## config.mk

```make
export PLATFORM = sky130hd
export DESIGN_NAME = length_prefixed_to_varint_transcoder_flat
export DESIGN_NICKNAME = d
export VERILOG_FILES = /design/src/rtl/lpvt_pkg.sv /design/src/rtl/lpvt_channels.sv /design/src/rtl/length_prefixed_to_varint_transcoder.sv /design/src/flat_wrapper.sv
export SDC_FILE = /design/constraint.sdc
export NUM_CORES = 1
export LEC_CHECK = 0
export BUFFER_PORTS_ARGS = -buffer_cell sky130_fd_sc_hd__buf_2
export CAP_MARGIN = 25
export CORE_MARGIN = 3
export CORE_UTILIZATION = 55
export DETAILED_ROUTE_END_ITERATION = 12
export PLACE_DENSITY = 0.73
export SKIP_CTS_REPAIR_TIMING = 1
export SLEW_MARGIN = 10
export SYNTH_ARGS = -nofsm -noshare
export SYNTH_HDL_FRONTEND = slang
export SYNTH_SLANG_ARGS = --single-unit
```

## constraint.sdc

```tcl
create_clock -name clk -period 2.9 [get_ports clk]
set_input_delay 0.58 -clock clk [delete_from_list [all_inputs] [get_ports clk]]
set_output_delay 0.58 -clock clk [all_outputs]
set_load 0.01 [all_outputs]
```

## src/rtl/lpvt_pkg.sv

```systemverilog
// Package for the length-prefixed to varint transcoder.
// Holds shared widths, types, register indexes and header codes.
// No dependencies.
package lpvt_pkg;

    localparam int CFG_IDX_W = 2;

    typedef logic [CFG_IDX_W-1:0] cfg_idx_t;
    typedef logic [6:0]           class_t;
    typedef logic [7:0]           byte_t;
    typedef logic [6:0]           count_t;

    // Configuration register indexes
    localparam cfg_idx_t CFG_DELIMITER = 2'd0;
    localparam cfg_idx_t CFG_SKIP      = 2'd1;
    localparam cfg_idx_t CFG_FLEX      = 2'd2;

    // Header byte codes
    localparam byte_t HDR_DELIMITER = 8'd0;
    localparam byte_t HDR_LEN_MIN   = 8'd1;
    localparam byte_t HDR_LEN_MAX   = 8'd127;
    localparam byte_t HDR_SKIP      = 8'd128;
    localparam byte_t HDR_FLEX      = 8'd129;

    // Saturation limit of the class byte position
    localparam count_t POS_MAX = 7'd127;

    // Flags carried with each emitted class
    typedef struct packed {
        logic pattern_end;
        logic oversize;
    } emit_flags_t;

endpackage

```

## src/rtl/lpvt_channels.sv

```systemverilog
// Valid/ready channel interfaces of the transcoder: input bytes,
// output varint bytes and configuration writes.
// Depends on lpvt_pkg.
interface lpvt_byte_if
    import lpvt_pkg::*;
();
    logic  valid;
    logic  ready;
    byte_t in_byte;

    modport source (output valid, output in_byte, input ready);
    modport sink   (input valid, input in_byte, output ready);
endinterface

interface lpvt_varint_if
    import lpvt_pkg::*;
();
    logic  valid;
    logic  ready;
    byte_t out_byte;
    logic  last;
    logic  pattern_end;
    logic  oversize;

    modport source (output valid, output out_byte, output last, output pattern_end,
                    output oversize, input ready);
    modport sink   (input valid, input out_byte, input last, input pattern_end,
                    input oversize, output ready);
endinterface

interface lpvt_cfg_if
    import lpvt_pkg::*;
();
    logic     valid;
    logic     ready;
    cfg_idx_t index;
    class_t   data;

    modport source (output valid, output index, output data, input ready);
    modport sink   (input valid, input index, input data, output ready);
endinterface

```

## src/rtl/length_prefixed_to_varint_transcoder.sv

```systemverilog
// Top level of the length-prefixed to varint transcoder.
// Depends on lpvt_pkg and the channel interfaces in lpvt_channels.sv.
//
// byte_in   : one old-format byte per transfer. In header position 0 emits
//             the delimiter class, 1..127 announce that many little-endian
//             class bytes, 128 emits the skip class, 129 the flex class,
//             130..255 are dropped.
// varint_out: LEB128 bytes, low 7-bit group first; last marks the final byte
//             of one input's result, pattern_end the delimiter, oversize a
//             class that lost nonzero high bytes.
// cfg       : writes the three class registers; always ready. Indexes beyond
//             the list are taken and ignored. Write only when idle.
// Timing: a byte that causes no output only updates the parser. A marker or a byte
//   that completes a class loads the 7-bit group shifter, which passes one group per
//   cycle to the output register while that register is free: the first byte passes
//   the shifter and then the output register. A class of n groups (up to
//   ceil(CLASS_BITS/7)) holds byte_in off until its last group has left the
//   shifter, and a stalled receiver holds the output register and the shifter.
// Reset: header position, empty accumulator, no output pending, class
//   registers at delimiter 0, skip 3, flex 4.
module length_prefixed_to_varint_transcoder
    import lpvt_pkg::*;
#(
    parameter int CLASS_BITS = 32
) (
    input  logic          clk,
    input  logic          rst_n,
    lpvt_byte_if.sink     byte_in,
    lpvt_varint_if.source varint_out,
    lpvt_cfg_if.sink      cfg
);

    localparam int KEEP_BYTES = CLASS_BITS / 8;

    // Configuration registers
    class_t delim_class_reg;
    class_t skip_class_reg;
    class_t flex_class_reg;

    // Parser state
    count_t                bytes_left_reg, bytes_left_next;
    count_t                pos_reg, pos_next;
    logic [CLASS_BITS-1:0] acc_reg, acc_next;
    logic                  ovf_reg, ovf_next;

    // Group shifter
    logic                  emit_active_reg, emit_active_next;
    logic [CLASS_BITS-1:0] emit_val_reg, emit_val_next;
    emit_flags_t           emit_flags_reg, emit_flags_next;

    // Output register
    logic                  out_valid_reg, out_valid_next;
    byte_t                 out_byte_reg, out_byte_next;
    logic                  out_last_reg, out_last_next;
    emit_flags_t           out_flags_reg, out_flags_next;

    logic                  in_fire;
    logic                  out_free;
    logic [CLASS_BITS-1:0] acc_upd;
    logic                  lane_hit;
    logic [CLASS_BITS-1:0] rest;
    logic                  more;

    assign byte_in.ready          = !emit_active_reg;
    assign cfg.ready              = 1'b1;
    assign varint_out.valid       = out_valid_reg;
    assign varint_out.out_byte    = out_byte_reg;
    assign varint_out.last        = out_last_reg;
    assign varint_out.pattern_end = out_flags_reg.pattern_end;
    assign varint_out.oversize    = out_flags_reg.oversize;

    assign in_fire  = byte_in.valid && !emit_active_reg;
    assign out_free = !out_valid_reg || varint_out.ready;
    assign rest     = emit_val_reg >> 7;
    assign more     = |rest;

    // Merge the incoming class byte into its lane
    always_comb
    begin
        acc_upd  = acc_reg;
        lane_hit = 1'b0;
        for (int i = 0; i < KEEP_BYTES; i++)
        begin
            if (pos_reg == 7'(i))
            begin
                acc_upd[i*8 +: 8] = acc_reg[i*8 +: 8] | byte_in.in_byte;
                lane_hit          = 1'b1;
            end
        end
    end

    // Next state of parser, shifter and output register
    always_comb
    begin
        bytes_left_next  = bytes_left_reg;
        pos_next         = pos_reg;
        acc_next         = acc_reg;
        ovf_next         = ovf_reg;
        emit_active_next = emit_active_reg;
        emit_val_next    = emit_val_reg;
        emit_flags_next  = emit_flags_reg;
        out_valid_next   = out_valid_reg;
        out_byte_next    = out_byte_reg;
        out_last_next    = out_last_reg;
        out_flags_next   = out_flags_reg;

        // Advance the shifter by one 7-bit group, or drop a taken byte
        if (emit_active_reg && out_free)
        begin
            out_valid_next   = 1'b1;
            out_byte_next    = {more, emit_val_reg[6:0]};
            out_last_next    = !more;
            out_flags_next   = emit_flags_reg;
            emit_val_next    = rest;
            emit_active_next = more;
        end
        else if (out_valid_reg && varint_out.ready)
        begin
            out_valid_next = 1'b0;
        end

        // Parse the transferred byte
        if (in_fire)
        begin
            if (bytes_left_reg == '0)
            begin
                case (byte_in.in_byte) inside
                    HDR_DELIMITER:
                    begin
                        emit_active_next = 1'b1;
                        emit_val_next    = CLASS_BITS'(delim_class_reg);
                        emit_flags_next  = '{pattern_end: 1'b1, oversize: 1'b0};
                    end
                    [HDR_LEN_MIN:HDR_LEN_MAX]:
                    begin
                        bytes_left_next = byte_in.in_byte[6:0];
                        pos_next        = '0;
                        acc_next        = '0;
                        ovf_next        = 1'b0;
                    end
                    HDR_SKIP:
                    begin
                        emit_active_next = 1'b1;
                        emit_val_next    = CLASS_BITS'(skip_class_reg);
                        emit_flags_next  = '{pattern_end: 1'b0, oversize: 1'b0};
                    end
                    HDR_FLEX:
                    begin
                        emit_active_next = 1'b1;
                        emit_val_next    = CLASS_BITS'(flex_class_reg);
                        emit_flags_next  = '{pattern_end: 1'b0, oversize: 1'b0};
                    end
                    default:
                    begin
                        // Unknown marker: drop
                    end
                endcase
            end
            else
            begin
                acc_next = acc_upd;
                if (!lane_hit && byte_in.in_byte != '0)
                begin
                    ovf_next = 1'b1;
                end
                if (pos_reg != POS_MAX)
                begin
                    pos_next = pos_reg + 7'd1;
                end
                bytes_left_next = bytes_left_reg - 7'd1;
                // Last class byte: hand the value to the shifter
                if (bytes_left_reg == 7'd1)
                begin
                    emit_active_next = 1'b1;
                    emit_val_next    = acc_upd;
                    emit_flags_next  = '{pattern_end: 1'b0,
                                         oversize: ovf_next};
                end
            end
        end
    end

    // Hold state and registered outputs
    always_ff @(posedge clk or negedge rst_n)
    begin
        if (!rst_n)
        begin
            delim_class_reg <= 7'd0;
            skip_class_reg  <= 7'd3;
            flex_class_reg  <= 7'd4;
            bytes_left_reg  <= '0;
            pos_reg         <= '0;
            acc_reg         <= '0;
            ovf_reg         <= 1'b0;
            emit_active_reg <= 1'b0;
            out_valid_reg   <= 1'b0;
        end
        else
        begin
            bytes_left_reg  <= bytes_left_next;
            pos_reg         <= pos_next;
            acc_reg         <= acc_next;
            ovf_reg         <= ovf_next;
            emit_active_reg <= emit_active_next;
            out_valid_reg   <= out_valid_next;
            if (cfg.valid)
            begin
                case (cfg.index)
                    CFG_DELIMITER: delim_class_reg <= cfg.data;
                    CFG_SKIP:      skip_class_reg  <= cfg.data;
                    CFG_FLEX:      flex_class_reg  <= cfg.data;
                    default:
                    begin
                        // Index beyond the list: ignore
                    end
                endcase
            end
        end
    end

    // Payload registers
    always_ff @(posedge clk)
    begin
        emit_val_reg   <= emit_val_next;
        emit_flags_reg <= emit_flags_next;
        out_byte_reg   <= out_byte_next;
        out_last_reg   <= out_last_next;
        out_flags_reg  <= out_flags_next;
    end

    // Continuation bit is set on every byte but the last
    a_cont_bit: assert property (@(posedge clk) disable iff (!rst_n)
        varint_out.valid |-> (varint_out.out_byte[7] == !varint_out.last))
        else $error("continuation bit disagrees with last");

    // No input transfer while the shifter still holds groups
    a_no_overlap: assert property (@(posedge clk) disable iff (!rst_n)
        emit_active_reg |-> !(byte_in.valid && byte_in.ready))
        else $error("input taken while emitting");

    // Delimiter results never carry the oversize flag
    a_delim_flags: assert property (@(posedge clk) disable iff (!rst_n)
        (varint_out.valid && varint_out.pattern_end) |-> !varint_out.oversize)
        else $error("delimiter flagged oversize");

    // A stalled output byte holds until taken
    a_out_hold: assert property (@(posedge clk) disable iff (!rst_n)
        (varint_out.valid && !varint_out.ready) |=>
            (varint_out.valid && $stable(varint_out.out_byte)))
        else $error("stalled output changed");

endmodule

```

## src/flat_wrapper.sv

```systemverilog
// flat-port wrapper written by rule: the top's interface ports become plain ports
module length_prefixed_to_varint_transcoder_flat import lpvt_pkg::*;
#(
    parameter int CLASS_BITS = 32
)
  (clk, rst_n, byte_in_valid, byte_in_in_byte, byte_in_ready, varint_out_valid, varint_out_out_byte, varint_out_last, varint_out_pattern_end, varint_out_oversize, varint_out_ready, cfg_valid, cfg_index, cfg_data, cfg_ready);
  lpvt_byte_if byte_in_i ();
  lpvt_varint_if varint_out_i ();
  lpvt_cfg_if cfg_i ();
  input  logic clk;
  input  logic rst_n;
  input wire logic [$bits(byte_in_i.valid)-1:0] byte_in_valid;
  input wire logic [$bits(byte_in_i.in_byte)-1:0] byte_in_in_byte;
  output wire logic [$bits(byte_in_i.ready)-1:0] byte_in_ready;
  output wire logic [$bits(varint_out_i.valid)-1:0] varint_out_valid;
  output wire logic [$bits(varint_out_i.out_byte)-1:0] varint_out_out_byte;
  output wire logic [$bits(varint_out_i.last)-1:0] varint_out_last;
  output wire logic [$bits(varint_out_i.pattern_end)-1:0] varint_out_pattern_end;
  output wire logic [$bits(varint_out_i.oversize)-1:0] varint_out_oversize;
  input wire logic [$bits(varint_out_i.ready)-1:0] varint_out_ready;
  input wire logic [$bits(cfg_i.valid)-1:0] cfg_valid;
  input wire logic [$bits(cfg_i.index)-1:0] cfg_index;
  input wire logic [$bits(cfg_i.data)-1:0] cfg_data;
  output wire logic [$bits(cfg_i.ready)-1:0] cfg_ready;
  assign byte_in_i.valid = byte_in_valid;
  assign byte_in_i.in_byte = byte_in_in_byte;
  assign byte_in_ready = byte_in_i.ready;
  assign varint_out_valid = varint_out_i.valid;
  assign varint_out_out_byte = varint_out_i.out_byte;
  assign varint_out_last = varint_out_i.last;
  assign varint_out_pattern_end = varint_out_i.pattern_end;
  assign varint_out_oversize = varint_out_i.oversize;
  assign varint_out_i.ready = varint_out_ready;
  assign cfg_i.valid = cfg_valid;
  assign cfg_i.index = cfg_index;
  assign cfg_i.data = cfg_data;
  assign cfg_ready = cfg_i.ready;
  length_prefixed_to_varint_transcoder #(.CLASS_BITS(CLASS_BITS)) u_core (.clk(clk), .rst_n(rst_n), .byte_in(byte_in_i), .varint_out(varint_out_i), .cfg(cfg_i));
endmodule
```

==> results.md, run 1 <==
- The tree built by TritonCTS fans out to 115 sinks.
- Synthesis produced a netlist whose cell count is 518.
- The final routed DRC violation total is 0.
- The count of cells in the finished layout, fillers not included, comes to 695.
- The synthesized design contains 13 enable-type register cells.
- The first detailed-routing pass took 7 iterations.
- The static leakage is 2.75 nW.
- Cells with a size suffix above 1 make up 20.1% of the layout.
- In this run the horizontal extent of the chip is 105 um.
- The simple-gate area share of the yosys netlist is 13.3%.
- The count of final max-slew check failures was 0.
- The remaining antenna violation count is 0.
- The adder and majority gate portion of the synthesized area is 1.38%.
- The relative slew slack is 54.5%.
- The number of diodes added for antenna fixing is 0.
- The detail-routed via count per cell is 6.17.
- The transition time of the tightest slew-check pin is 0.683 ns.
- The sequential cells in the finished layout cover a total of 2790 um2.
- The maximum frequency from static timing analysis is 0.407 GHz.
- The initial utilization of the core area, before any placement, comes to 57.6%.
- The run finished with clean final reports.
- The dominant combinational cell family by area after synthesis is compound AO/OA/AOI/OAI gates.
- The global-route usage over all layers is 25.9%.
- The footprint of the multi-input gates is 2430 um2.
- Across the routed clock network, the largest skew measured is 0.00868 ns.
- The number of inserted filler cells in the final layout is 710.
- The root buffer cell is clkbuf_8.
- At the end of the flow, the number of nets in the layout was 581.
- The tightest min-delay check is of the input port to async pin type.
- The launching element type of the critical path is a register.
- Clock-pin slew was measured on the worst setup and hold paths at 0.06 ns.
- The die covers 11100 um2.
- The netlist area before placement is 5420 um2.
- The die is 105 um tall.
- The detailed-route wire length is 13500 um.
- TritonCTS built the clock tree.
- The number of setup violations in the final report is 0.
- The total power after layout is 0.00662 W.
- Counting distinct cell types in the post-synthesis netlist gives 65.
- The number of global-route vias before repair is 4263.
- Across the run, the number of max-cap violations was 0.
- The synthesized netlist net count is 546.
- The count of buffers added on input and output ports is 34.
- Summing the areas of all compound-gate instances in the mapped netlist gives 20.0% of the synthesized area.
- STA classifies the critical path endpoint as a register.
- The data required time at the worst endpoint is 3.31 ns.
- The later pin in the worst-skew pair is clocked with a latency of 0.53 ns.
- In this run, CTS created clock tree buffers numbering 17.
- Once detailed placement completed, the half-perimeter wirelength came to 9150 um.
- In this run the worst path has a maximum fanout of 18.
- Setup repair after global routing left no endpoint under its margin.
- For the worst setup path, the data arrival time is 2.86 ns.
- After synthesis, the share of flip-flops with an asynchronous set or reset is 60.9%.
- The maximum vdd drop is 0.628 mV.
- The area of the core is 9420 um2.
- Entering global routing, the biggest net connects 44 pins.
- The wire length of the first global-routing pass is 22400 um.
- The H-tree depth is 4.
- The yosys synthesis warning count is 0.
- Summing the sequential cell areas from Yosys gives 51.4% of the chip area.
- Adding up every negative setup slack in the final design gives 0 ns.
- Including well taps, the total number of placed cells is 663.
- The clock period minus final worst setup slack is 2.46 ns.
- The synthesized netlist devotes 0.162% of its cell area to XOR and XNOR gates.
- Dividing the detail-routed wire length by the instance count gives 19.4 um.
- The number of hold violations in the final report was 0.
- The floorplan has 35 rows.
- The most instantiated flip-flop cell in the synthesis netlist is dfrtp_1.
- After global routing the overflow that remains totals 0.
- The most common cell after layout, fill and taps aside is dfrtp_1.
- The area added between synthesis and finish is 16.1%.
- After synthesis, the share of cell area in mux cells is 9.92%.
- In the layout the commonest cells are dfrtp_1 (67), a21oi_1 (52), nor2_1 (46).
- The post-synthesis average cell area is 10.5 um2.
- The final cycle utilization of the critical path is 84.7%.
- The maximum clock path buffer count is 2.
- The number of antenna violations at the first check in global routing was 0.
- The worst setup path is of the register to register kind.
- Synthesis inferred 115 register bits.
- The power density over the cells is 1050 nW/um2.
- Pin placement for this block handled 36 I/O pins.
- The number of vias in the routed layout is 4285.
- The number of design-rule violations left by the first detailed-router iteration is 341.
- The placer's final routability congestion estimate is 0.910.
-- power by group --
part           switching (W)  internal (W)
clock network       0.000739       0.00130
registers           0.000449       0.00224
logic                0.00109      0.000803
-- per-stage QoR --
stage               instance area [um2]  hold WS [ns]  utilization, %  worst slack, ns
finish                             6290        0.0899            66.9            0.444
global route                       6290         0.114            66.9            0.352
CTS                                6290        0.0977            66.9            0.482
detailed placement                 5710         0.433            60.7            0.389
global placement                   5710         0.426            60.7            0.425
floorplan                          5420         0.284               -            0.544
-- per-layer routing --
layer / GRT usage [%] / up-vias / routed length, um
met5: 0 / - / 0
met2: 40.9 / 185 / 6470
met4: 7.50 / 0 / 221
met1: 35.2 / 2088 / 5860
met3: 6.86 / 31 / 928
li1: - / 1981 / -
-- area by class of cell --
type / instances / share of cell area (%)
timing repair buffer: 49 / 4.69
sequential: 115 / 44.3
tap: 129 / 2.56
multi-input combinational: 359 / 38.6
inverter: 11 / 0.656
clock buffer: 19 / 6.70
clock inverter: 13 / 2.52
-- worst paths after layout --
kind,startpoint,endpoint,slack (ns),cells past startpoint
setup / recovery,u_core.bytes_left_reg[3],u_core.emit_val_reg[23],0.44,6
hold / removal,rst_n,u_core.pos_reg[6],0.09,1
setup reg to reg,u_core.bytes_left_reg[3],u_core.emit_val_reg[23],0.44,6
hold reg to reg,u_core.emit_val_reg[1],u_core.varint_out.out_byte[1],0.45,0
max in group asynchronous,rst_n,u_core.skip_class_reg[1],2.07,2
min in group clk,cfg_data[3],u_core.flex_class_reg[3],0.32,2
-- logic make-up after synthesis --
group,Yosys count
fa+ha+maj,6
simple gates,141
buf+inv,44
other cells,1
xor+xnor,1
mux,51
flops,115
compound gates,159
-- critical path: stages, from the launching register on --
cell and delay, ns:
dfrtp_1 0.43, or4_1 0.73, nor2_8 0.35, a21oi_2 0.14
nor2_4 0.35, buf_4 0.24, o2bb2ai_1 0.08
-- synth_stat cells (all sizes together) (13+ instances only) --
library cell / instances / area [um2]
buf: 19 / 111
clkbuf: 14 / 53.8
nor2: 48 / 204
edfxtp: 13 / 390
nand3: 13 / 65.1
mux2i: 29 / 290
a21o: 25 / 188
o2bb2ai: 24 / 210
a21oi: 53 / 269
o21ai: 25 / 129
nand2: 31 / 116
dfxtp: 32 / 641
dfrtp: 67 / 1680
mux2: 22 / 248
(Power assumes the default switching activity.)
==> run 2, diff against run 1 <==
CORE_UTILIZATION = 54   (was 55)
PLACE_DENSITY = 0.75   (was 0.73)
clock period = 2.2 ns   (was 2.9 ns; I/O delays follow)
==> run 2 against run 1 <==
Utilization increased by 1.4 points. Maximum frequency increased by 18%. First-iteration DRC count increased by 22%. Combinational power increased by 41%. Wire length increased by 6.2%. Cell area increased by 3.1%. Worst setup slack got worse by 0.33 ns. Sequential share of layout area decreased by 1.3 points. Worst hold slack improved by 0.075 ns. Sequential cell count unchanged. Via count increased by 2.0%. Power increased by 30%. Critical path type unchanged. Highest routed layer unchanged.
==> results.md, run 2 (same netlist as run 1, synthesis figures left out) <==
- The number of setup violations in the final report is 0 (unchanged).
- The static leakage was 2.89 nW (+5.2%).
- The width of the chip is 106 um (+0.87%).
- The clock latency at the later pin of the worst-skew pair is 0.53 ns (about the same).
- The final design instance area without fill came to 6490 um2 (+3.1%).
- The H-tree depth is 4 (unchanged).
- The CTS tree is yes.
- The count of max-cap constraint violations was 0 (unchanged).
- CTS placed an instance of clkbuf_8 at the clock tree root.
- The final cycle utilization of the critical path is 94.6% (+9.9 points).
- The detailed-route wire length is 14300 um (+6.2%).
- The number of rows in the core area is 35 (unchanged).
- The number of vias in the routed layout is 4370 (+2.0%).
- The flow ran to the end, and the final reports show no timing, DRC or antenna violations.
- The most common cell after layout, fill and taps aside is dfrtp_1.
- The final total negative setup slack was 0 ns (unchanged).
- The maximum fanout encountered on the critical timing path was 8 (-10).
- The global-route usage over all layers is 26.7% (+0.86 points).
- The wire length of the first global-routing pass came to 23200 um (+3.2%).
- The clock period minus final worst setup slack is 2.08 ns (-0.375 ns).
- The worst setup path is of the register to register kind.
- The detail-routed via count per cell was 6.06 (-1.7%).
- The number of buffers created by CTS is 17 (unchanged).
- The number of global-route vias before repair came to 4441 (+4.2%).
- The maximum vdd drop was 0.756 mV (+20%).
- The relative slew slack is 62.1% (+7.6 points).
- The area of the core is 9500 um2 (+0.93%).
- The data arrival at the endpoint of the critical path is 2.52 ns (-0.34 ns).
- The power density over the cells was 1320 nW/um2 (+26%).
- The tightest hold margin is 0.165 ns (+0.0753 ns).
- The number of antenna violations at the first check in global routing is 0 (unchanged).
- The maximum frequency from static timing analysis is 0.481 GHz (+18%).
- The placed cell area was 5950 um2 (+4.2%).
- The total I/O pin count was 36 (unchanged).
- The final clock skew is 0.0116 ns (+0.00287 ns).
- The per-cell routed wire length is 19.8 um (+2.4%).
- The number of input and output port buffers inserted is 34 (unchanged).
- The transition time of the tightest slew-check pin was 0.566 ns (-0.117 ns).
- The tightest min-delay check is of the input port to register type.
- The number of search-and-repair iterations in the first detailed-routing pass is 6 (-1).
- The final routed DRC violation total was 0 (unchanged).
- The area added between synthesis and finish is 19.6%.
- Leaving out fill and tap cells, the most frequent cells in the layout are dfrtp_1 (67), a21oi_1 (52), nor2_1 (46).
- The number of diodes added for antenna fixing is 0 (unchanged).
- The total power after layout is 0.00859 W (+30%).
- The remaining antenna violation count is 0 (unchanged).
- The initial cell density of the core is 57.1% (-0.53 points).
- The clock-pin slew on the worst setup and hold paths is 0.06 ns (about the same).
- The launching element type of the critical path is a register.
- The floorplan die height is 106 um (+0.87%).
- The maximum clock path buffer count came to 2 (unchanged).
- The count of final max-slew check failures is 0 (unchanged).
- The placer's final routability congestion estimate is 0.857 (-5.9%).
- The total congestion overflow is 0 (unchanged).
- The number of hold violations in the final report is 0 (unchanged).
- The share of cells above drive strength 1 is 24.2% (+4.0 points).
- The detailed placer's ending HPWL is 9940 um (+8.7%).
- The data required time at the worst endpoint is 2.64 ns (-0.67 ns).
- The number of design-rule violations left by the first detailed-router iteration is 415 (+22%).
- The maximum number of pins on one net before global-route repair is 71 (+61%).
- Setup repair after global routing left no endpoint under its margin.
- The number of clock sinks is 115 (unchanged).
- The floorplan die area is 11300 um2 (+1.7%).
- The final layout net count is 607 (+4.5%).
- The worst setup path is captured at a register.
[run 2: worst max-delay path, cell delays in order, from the launching register on]
cell and delay [ns]:
dfrtp_1 0.42, or4_4 0.61, nor4b_4 0.36, buf_4 0.24
nand2_1 0.17, o22ai_1 0.20
[run 2: metal layers]
| layer | global-route usage [%] | vias up | part of all wire [%] |
|---|---|---|---|
| li1 | - | 2036 | - |
| met1 | 34.0 | 2150 | 43 |
| met2 | 44.0 | 156 | 49 |
| met3 | 6.50 | 28 | 5.6 |
| met4 | 10.5 | 0 | 2.1 |
| met5 | 0 | - | 0 |
[run 2: final cells by class]
class	count	area, um2
clock buffer	17	414
clock inverter	15	105
fill	738	3020
inverter	11	41.3
multi-input combinational	359	2440
sequential	115	2790
tap	129	161
timing repair buffer	75	543
[run 2: through the flow]
stage | std cells | util [%] | setup WS [ns]
2_1_floorplan | 518 | - | 0.0391
3_3_place_gp | 688 | 62.6 | 0.0983
3_5_place_dp | 688 | 62.6 | 0.0363
4_1_cts | 720 | 68.1 | 0.0156
5_1_grt | 721 | 68.3 | 0.0419
6_report | 721 | 68.3 | 0.119
[run 2: where the power goes]
part | switching [W] | internal [W]
Clock | 0.00103 | 0.00138
Combinational | 0.00147 | 0.00118
Sequential | 0.000562 | 0.00295
Total | 0.00307 | 0.00552
[run 2: worst paths after layout]
check,from,to,slack (ns),cells after the start
setup / recovery,u_core.bytes_left_reg[4],u_core.emit_val_reg[30],0.12,5
hold / removal,cfg_data[2],u_core.skip_class_reg[2],0.17,2
setup reg to reg,u_core.bytes_left_reg[4],u_core.emit_val_reg[30],0.12,5
hold reg to reg,u_core.emit_val_reg[1],u_core.varint_out.out_byte[1],0.45,0
max in group asynchronous,rst_n,u_core.skip_class_reg[1],1.38,3
min in group asynchronous,rst_n,u_core.bytes_left_reg[3],0.48,3
